**src/design/wlr_pkg.sv**
```systemverilog
// Shared types, constants and helper functions for the line-fit core.
package wlr_pkg;

  localparam int unsigned DW = 128;
  localparam logic [31:0] WIN_TIME_RST = 32'd1000000;

  typedef enum logic [1:0] {
    DIV_WIN   = 2'd0,
    DIV_DEC   = 2'd1,
    DIV_SLOPE = 2'd2,
    DIV_ICPT  = 2'd3
  } div_sel_t;

  typedef enum logic [2:0] {
    MUL_NXX = 3'd0,
    MUL_XX  = 3'd1,
    MUL_NXY = 3'd2,
    MUL_XY  = 3'd3,
    MUL_SX  = 3'd4
  } mul_sel_t;

  localparam logic [1:0] SUM_X    = 2'd0;
  localparam logic [1:0] SUM_Y    = 2'd1;
  localparam logic [1:0] SUM_XX   = 2'd2;
  localparam logic [1:0] SUM_XY   = 2'd3;
  localparam logic [1:0] SUM_LAST = SUM_XY;

  typedef struct packed {
    logic     load;
    logic     div_go;
    div_sel_t div_sel;
    logic [1:0] idx;
    logic     win_wr;
    logic     dec_wr;
    logic     add_wr;
    logic     mul_go;
    mul_sel_t mul_sel;
    logic     mul_wr;
    logic     slope_wr;
    logic     icpt_wr;
    logic     res_wr;
  } wlr_cmd_t;

  typedef struct packed {
    logic div_done;
    logic mul_done;
    logic need_decay;
    logic n_gt1;
    logic den_ok;
  } wlr_sts_t;

  function automatic logic [63:0] abs64(input logic signed [63:0] v);
    return v[63] ? 64'(64'd0 - v) : v;
  endfunction

  function automatic logic [DW-1:0] abs128(input logic signed [DW-1:0] v);
    return v[DW-1] ? DW'({DW{1'b0}} - v) : v;
  endfunction

  function automatic logic signed [63:0] sat_add64(input logic signed [63:0] a,
                                                   input logic signed [63:0] b);
    logic [64:0] s;
    s = {a[63], a} + {b[63], b};
    if (s[64] != s[63]) return s[64] ? {1'b1, 63'd0} : {1'b0, {63{1'b1}}};
    return s[63:0];
  endfunction

  function automatic logic [31:0] sat_s32(input logic signed [63:0] v);
    if (v > 64'sh7FFFFFFF) return 32'h7FFFFFFF;
    if (v < -64'sh80000000) return 32'h80000000;
    return v[31:0];
  endfunction

  // quotient magnitude with sign applied, saturated to 32 bits
  function automatic logic [31:0] sat_q32(input logic neg, input logic ovf,
                                          input logic [63:0] q);
    logic [63:0] nq;
    nq = 64'd0 - q;
    if (neg) begin
      if (ovf || q > 64'h80000000) return 32'h80000000;
      return nq[31:0];
    end
    if (ovf || q > 64'h7FFFFFFF) return 32'h7FFFFFFF;
    return q[31:0];
  endfunction

endpackage

```
**src/design/wlr_ctrl.sv**
```systemverilog
// Controller: sequences window divide, decay, sum update and the line solve.
module wlr_ctrl (
  input  logic              clk,
  input  logic              rst_n,
  input  logic              in_tvalid,
  output logic              in_tready,
  output logic              out_tvalid,
  input  logic              out_tready,
  output wlr_pkg::wlr_cmd_t cmd,
  input  wlr_pkg::wlr_sts_t sts
);
  import wlr_pkg::*;

  typedef enum logic [10:0] {
    S_IDLE     = 11'b00000000001,
    S_WIN      = 11'b00000000010,
    S_DEC_GO   = 11'b00000000100,
    S_DEC_WAIT = 11'b00000001000,
    S_SUMS     = 11'b00000010000,
    S_MUL_GO   = 11'b00000100000,
    S_MUL_WAIT = 11'b00001000000,
    S_CHECK    = 11'b00010000000,
    S_DIV_GO   = 11'b00100000000,
    S_DIV_WAIT = 11'b01000000000,
    S_RESULT   = 11'b10000000000
  } state_t;

  state_t     state_r, state_nxt;
  logic [1:0] idx_r, idx_nxt;
  mul_sel_t   msel_r, msel_nxt;
  div_sel_t   dsel_r, dsel_nxt;
  logic       out_tvalid_r, out_tvalid_nxt;

  always_comb begin
    state_nxt   = state_r;
    idx_nxt     = idx_r;
    msel_nxt    = msel_r;
    dsel_nxt    = dsel_r;
    cmd         = '0;
    cmd.div_sel = dsel_r;
    cmd.idx     = idx_r;
    cmd.mul_sel = msel_r;
    unique case (state_r)
      S_IDLE: begin
        if (in_tvalid) begin
          cmd.load    = 1'b1;
          cmd.div_go  = 1'b1;
          cmd.div_sel = DIV_WIN;
          state_nxt   = S_WIN;
        end
      end
      S_WIN: begin
        if (sts.div_done) begin
          cmd.win_wr = 1'b1;
          idx_nxt    = SUM_X;
          state_nxt  = sts.need_decay ? S_DEC_GO : S_SUMS;
        end
      end
      S_DEC_GO: begin
        cmd.div_go  = 1'b1;
        cmd.div_sel = DIV_DEC;
        state_nxt   = S_DEC_WAIT;
      end
      S_DEC_WAIT: begin
        cmd.div_sel = DIV_DEC;
        if (sts.div_done) begin
          cmd.dec_wr = 1'b1;
          if (idx_r == SUM_LAST) begin
            state_nxt = S_SUMS;
          end else begin
            idx_nxt   = idx_r + 2'd1;
            state_nxt = S_DEC_GO;
          end
        end
      end
      S_SUMS: begin
        cmd.add_wr = 1'b1;
        if (sts.n_gt1) begin
          msel_nxt  = MUL_NXX;
          state_nxt = S_MUL_GO;
        end else begin
          state_nxt = S_RESULT;
        end
      end
      S_MUL_GO: begin
        cmd.mul_go = 1'b1;
        state_nxt  = S_MUL_WAIT;
      end
      S_MUL_WAIT: begin
        if (sts.mul_done) begin
          cmd.mul_wr = 1'b1;
          unique case (msel_r)
            MUL_NXX: begin msel_nxt = MUL_XX; state_nxt = S_MUL_GO; end
            MUL_XX:  state_nxt = S_CHECK;
            MUL_NXY: begin msel_nxt = MUL_XY; state_nxt = S_MUL_GO; end
            MUL_XY:  begin dsel_nxt = DIV_SLOPE; state_nxt = S_DIV_GO; end
            MUL_SX:  begin dsel_nxt = DIV_ICPT; state_nxt = S_DIV_GO; end
            default: state_nxt = S_RESULT;
          endcase
        end
      end
      S_CHECK: begin
        if (sts.den_ok) begin
          msel_nxt  = MUL_NXY;
          state_nxt = S_MUL_GO;
        end else begin
          state_nxt = S_RESULT;
        end
      end
      S_DIV_GO: begin
        cmd.div_go = 1'b1;
        state_nxt  = S_DIV_WAIT;
      end
      S_DIV_WAIT: begin
        if (sts.div_done) begin
          if (dsel_r == DIV_SLOPE) begin
            cmd.slope_wr = 1'b1;
            msel_nxt     = MUL_SX;
            state_nxt    = S_MUL_GO;
          end else begin
            cmd.icpt_wr = 1'b1;
            state_nxt   = S_RESULT;
          end
        end
      end
      S_RESULT: begin
        if (!out_tvalid_r || out_tready) begin
          cmd.res_wr = 1'b1;
          state_nxt  = S_IDLE;
        end
      end
      default: state_nxt = S_IDLE;
    endcase
  end

  always_comb begin
    if (cmd.res_wr)      out_tvalid_nxt = 1'b1;
    else if (out_tready) out_tvalid_nxt = 1'b0;
    else                 out_tvalid_nxt = out_tvalid_r;
  end

  always_ff @(posedge clk) begin
    if (!rst_n) begin
      state_r      <= S_IDLE;
      idx_r        <= SUM_X;
      msel_r       <= MUL_NXX;
      dsel_r       <= DIV_WIN;
      out_tvalid_r <= 1'b0;
    end else begin
      state_r      <= state_nxt;
      idx_r        <= idx_nxt;
      msel_r       <= msel_nxt;
      dsel_r       <= dsel_nxt;
      out_tvalid_r <= out_tvalid_nxt;
    end
  end

  assign in_tready  = (state_r == S_IDLE);
  assign out_tvalid = out_tvalid_r;

endmodule

```
**config.mk**
```make
export PLATFORM = sky130hd
export DESIGN_NAME = wlr_ctrl
export DESIGN_NICKNAME = d
export VERILOG_FILES = /design/src/design/wlr_pkg.sv /design/src/design/wlr_ctrl.sv
export SDC_FILE = /design/constraint.sdc
export NUM_CORES = 1
export LEC_CHECK = 0
export BUFFER_PORTS_ARGS = -buffer_cell sky130_fd_sc_hd__buf_2
export CORE_UTILIZATION = 34
export CTS_CLUSTER_SIZE = 16
export DETAILED_ROUTE_END_ITERATION = 8
export SYNTH_ARGS = -nofsm -noshare
export SYNTH_HDL_FRONTEND = slang
export SYNTH_SLANG_ARGS = --single-unit
```
**constraint.sdc**
```tcl
create_clock -name clk -period 4.7 [get_ports clk]
set_input_delay 0 -clock clk [delete_from_list [all_inputs] [get_ports clk]]
set_output_delay 0 -clock clk [all_outputs]
set_load 0.01 [all_outputs]
```
==> flow_summary.yaml <==
logic_synthesis:
  synth_edf_count: 0
  async_reset_ff_share_pct: 0
  synthCells: 181
  synth-main-ff-cell: "dfxtp_1"
  ys_ff_latch: 19
  yosysWarningCount: 0
  synth_nets: 191
  synth.yosys.seq_area_share_pct: 26.64
  syn_area_per_cell_um2: 7.887
  ys_types: 50
  synth_area_mm2: 0.001428
sta:
  period_minus_slack_ps: 2141
  finalCritPeriodShare_pct: 45.56
  tns_ps: 0
  hold_viol: 0
  setup_violations: 0
  rsz0062_at_grt: "no"
  worst_pin_slew_ps: 595.5
  whs_ps: 19.82
  fin_skew_ps: 1.621
  slew_viol_final: 0
  fmax_ghz: 0.4670
  relSlewSlack_pct: 60.00
cts:
  clkSlewWorstSetupHoldPaths_ps: 80
  cts.sinks: 19
  cts_tree: "yes"
  root_buffer: "clkbuf_8"
  numCtsBuffers: 3
  clock_path_buffers: 2
  post_cts_buffers: 0
  ctsResizeCount: 0
  clock_latency_ps: 260
  cts_hold_buffers: 0
  cts-htree-levels: 1
setup_path:
  cp.required_ps: 4700
  regToRegEndpoint: "state_r[4]"
  endpoint: "cmd[14]"
  path_class: "flip-flop to output pin"
  cp-start-kind: "flip-flop"
  r2r_cells: 5
  worstSetupEndpointType: "output pin"
  rrSetupSlack_ps: 2680
  path_max_fanout: 12
  r2r-start: "state_r[4]"
  crit_start: "state_r[4]"
  critPathArrivalTime_ps: 2140
pwr:
  p_clk_share_pct: 34.6
  seq_power_share_pct: 48.1
  switching_power_uw: 101.7
  p_leak_nw: 0.6386
  power_density_mw_per_mm2: 221.1
  switching_share_pct: 29.05
  p_int_uw: 248.3
  combPwrFrac_pct: 17.3
  worst_ir_drop_vdd_mv: 0.1954
die:
  die_y_um: 66.80
  io_pins: 28
  rows: 23
  chipWidth_um: 66.80
  fp.coreArea_mm2: 0.004029
  initial_core_util_pct: 35.43
  die_area_mm2: 0.004462
layout:
  layoutNonFillerInstCount: 250
  diodes: 0
  mostFrequentLayoutCell: "buf_2"
  final_area_mm2: 0.001583
  fin_util_pct: 39.29
  layout-drive-gt1-share_pct: 24.50
  fillers: 437
  area_growth_pct: 10.87
  mostFrequentLayoutCells: "buf_2, nand2_1, dfxtp_1"
  final_nets: 211
routing:
  drt-wirelength-per-cell_um: 13.68
  first_pass_iters: 4
  num_vias: 1337
  dr.first_iter.drc_count: 49
  final_antenna_net_count: 0
  wl_mm: 3.420
  viasPerCell: 5.348
  drc: 0
global_route:
  grt_max_degree: 14
  antenna_found_initial: 0
  grt_usage_pct: 16.99
  gr-total-overflow: 0
  grt_pass1_wl_mm: 5.713
  grt_pass1_vias: 1127
min_path:
  hold_class: "input pin to flip-flop"
place:
  gp_congestion: 0.8189
  dp.cells: 246
  io_buffers: 27
  placed_area_mm2: 0.001534
  hpwl_mm: 2.547
run_status:
  status: "completed"
flow_run:
  cap_violations: 0
==> power by group through the flow <==
stage               clock network (mW)  registers (mW)  logic (mW)
detailed placement                   0           0.172      0.0603
global placement                     0           0.172      0.0609
finish                           0.121           0.168      0.0606
floorplan                            0           0.171      0.0431
CTS                              0.125           0.168      0.0607
global route                     0.134           0.169      0.0669
==> cell type report <==
| class | count | area, um^2 | share of cell area, % |
|---|---|---|---|
| multi-input combinational | 140 | 918.4 | 58.02 |
| clock buffer | 3 | 41.29 | 2.609 |
| tap | 50 | 62.56 | 3.953 |
| sequential | 19 | 380.4 | 24.03 |
| clock inverter | 1 | 7.507 | 0.4743 |
| inverter | 10 | 37.54 | 2.372 |
| timing repair buffer | 27 | 135.1 | 8.538 |
==> synth_stat cells (4+ instances only) <==
master     n  share of area (%)
a21oi_1    6                2.1
a22oi_1    5                2.6
and2_1     4                1.8
buf_6      5                3.9
dfxtp_1   19                 27
inv_1      8                2.1
nand2_1   20                5.3
nand2b_1   4                1.8
nand4_1    4                1.8
nor2_1    17                4.5
nor2b_1    5                2.2
o21ai_0   15                5.3
==> worst max-delay path: stages (launching register included) <==
cell	delay, ps
dfxtp_1	430
nor4_4	630
and4_4	350
nand2_1	130
and3_1	210
buf_2	130
==> how the worst min path moves through the flow <==
stage                     from    endpoint  cells past startpoint
CTS                 out_tready  out_tvalid                      3
finish                  sts[2]  state_r[2]                      3
detailed placement      sts[2]  state_r[2]                      3
floorplan                rst_n   dsel_r[1]                      1
global placement        sts[2]  state_r[2]                      3
global route            sts[2]  state_r[2]                      3
==> registers in the layout, summed over array words and instances, names as in the netlist <==
| name | flops |
|---|---|
| state_r | 11 |
| msel_r | 3 |
| dsel_r | 2 |
| idx_r | 2 |
| out_tvalid | 1 |
==> through the flow <==
stage          setup slack, ps  total power, mW
4_1_cts                   2571           0.3538
5_1_grt                   2415           0.3701
3_3_place_gp              2791           0.2333
6_report                  2559           0.3499
2_1_floorplan             3176           0.2137
3_5_place_dp              2725           0.2324
==> logic make-up (layout without fill, tap and decap cells) <==
family / Yosys count / in the layout / synth area share, %
adders and majority gates: 1 / 1 / 0.8763
and+or+nand+nor: 93 / 93 / 41.54
buffers and inverters: 22 / 41 / 9.027
xor gates and xnor gates: 3 / 3 / 1.841
AOI/OAI and AO/OA: 43 / 43 / 20.07
DFF: 19 / 19 / 26.64
==> layer usage <==
layer	wire length [um]	track usage, %
met1	1706	24.18
met2	1485	24.75
met3	184	3.767
met4	43	5.851
met5	0	0
Power figures use the tool's default switching activity.
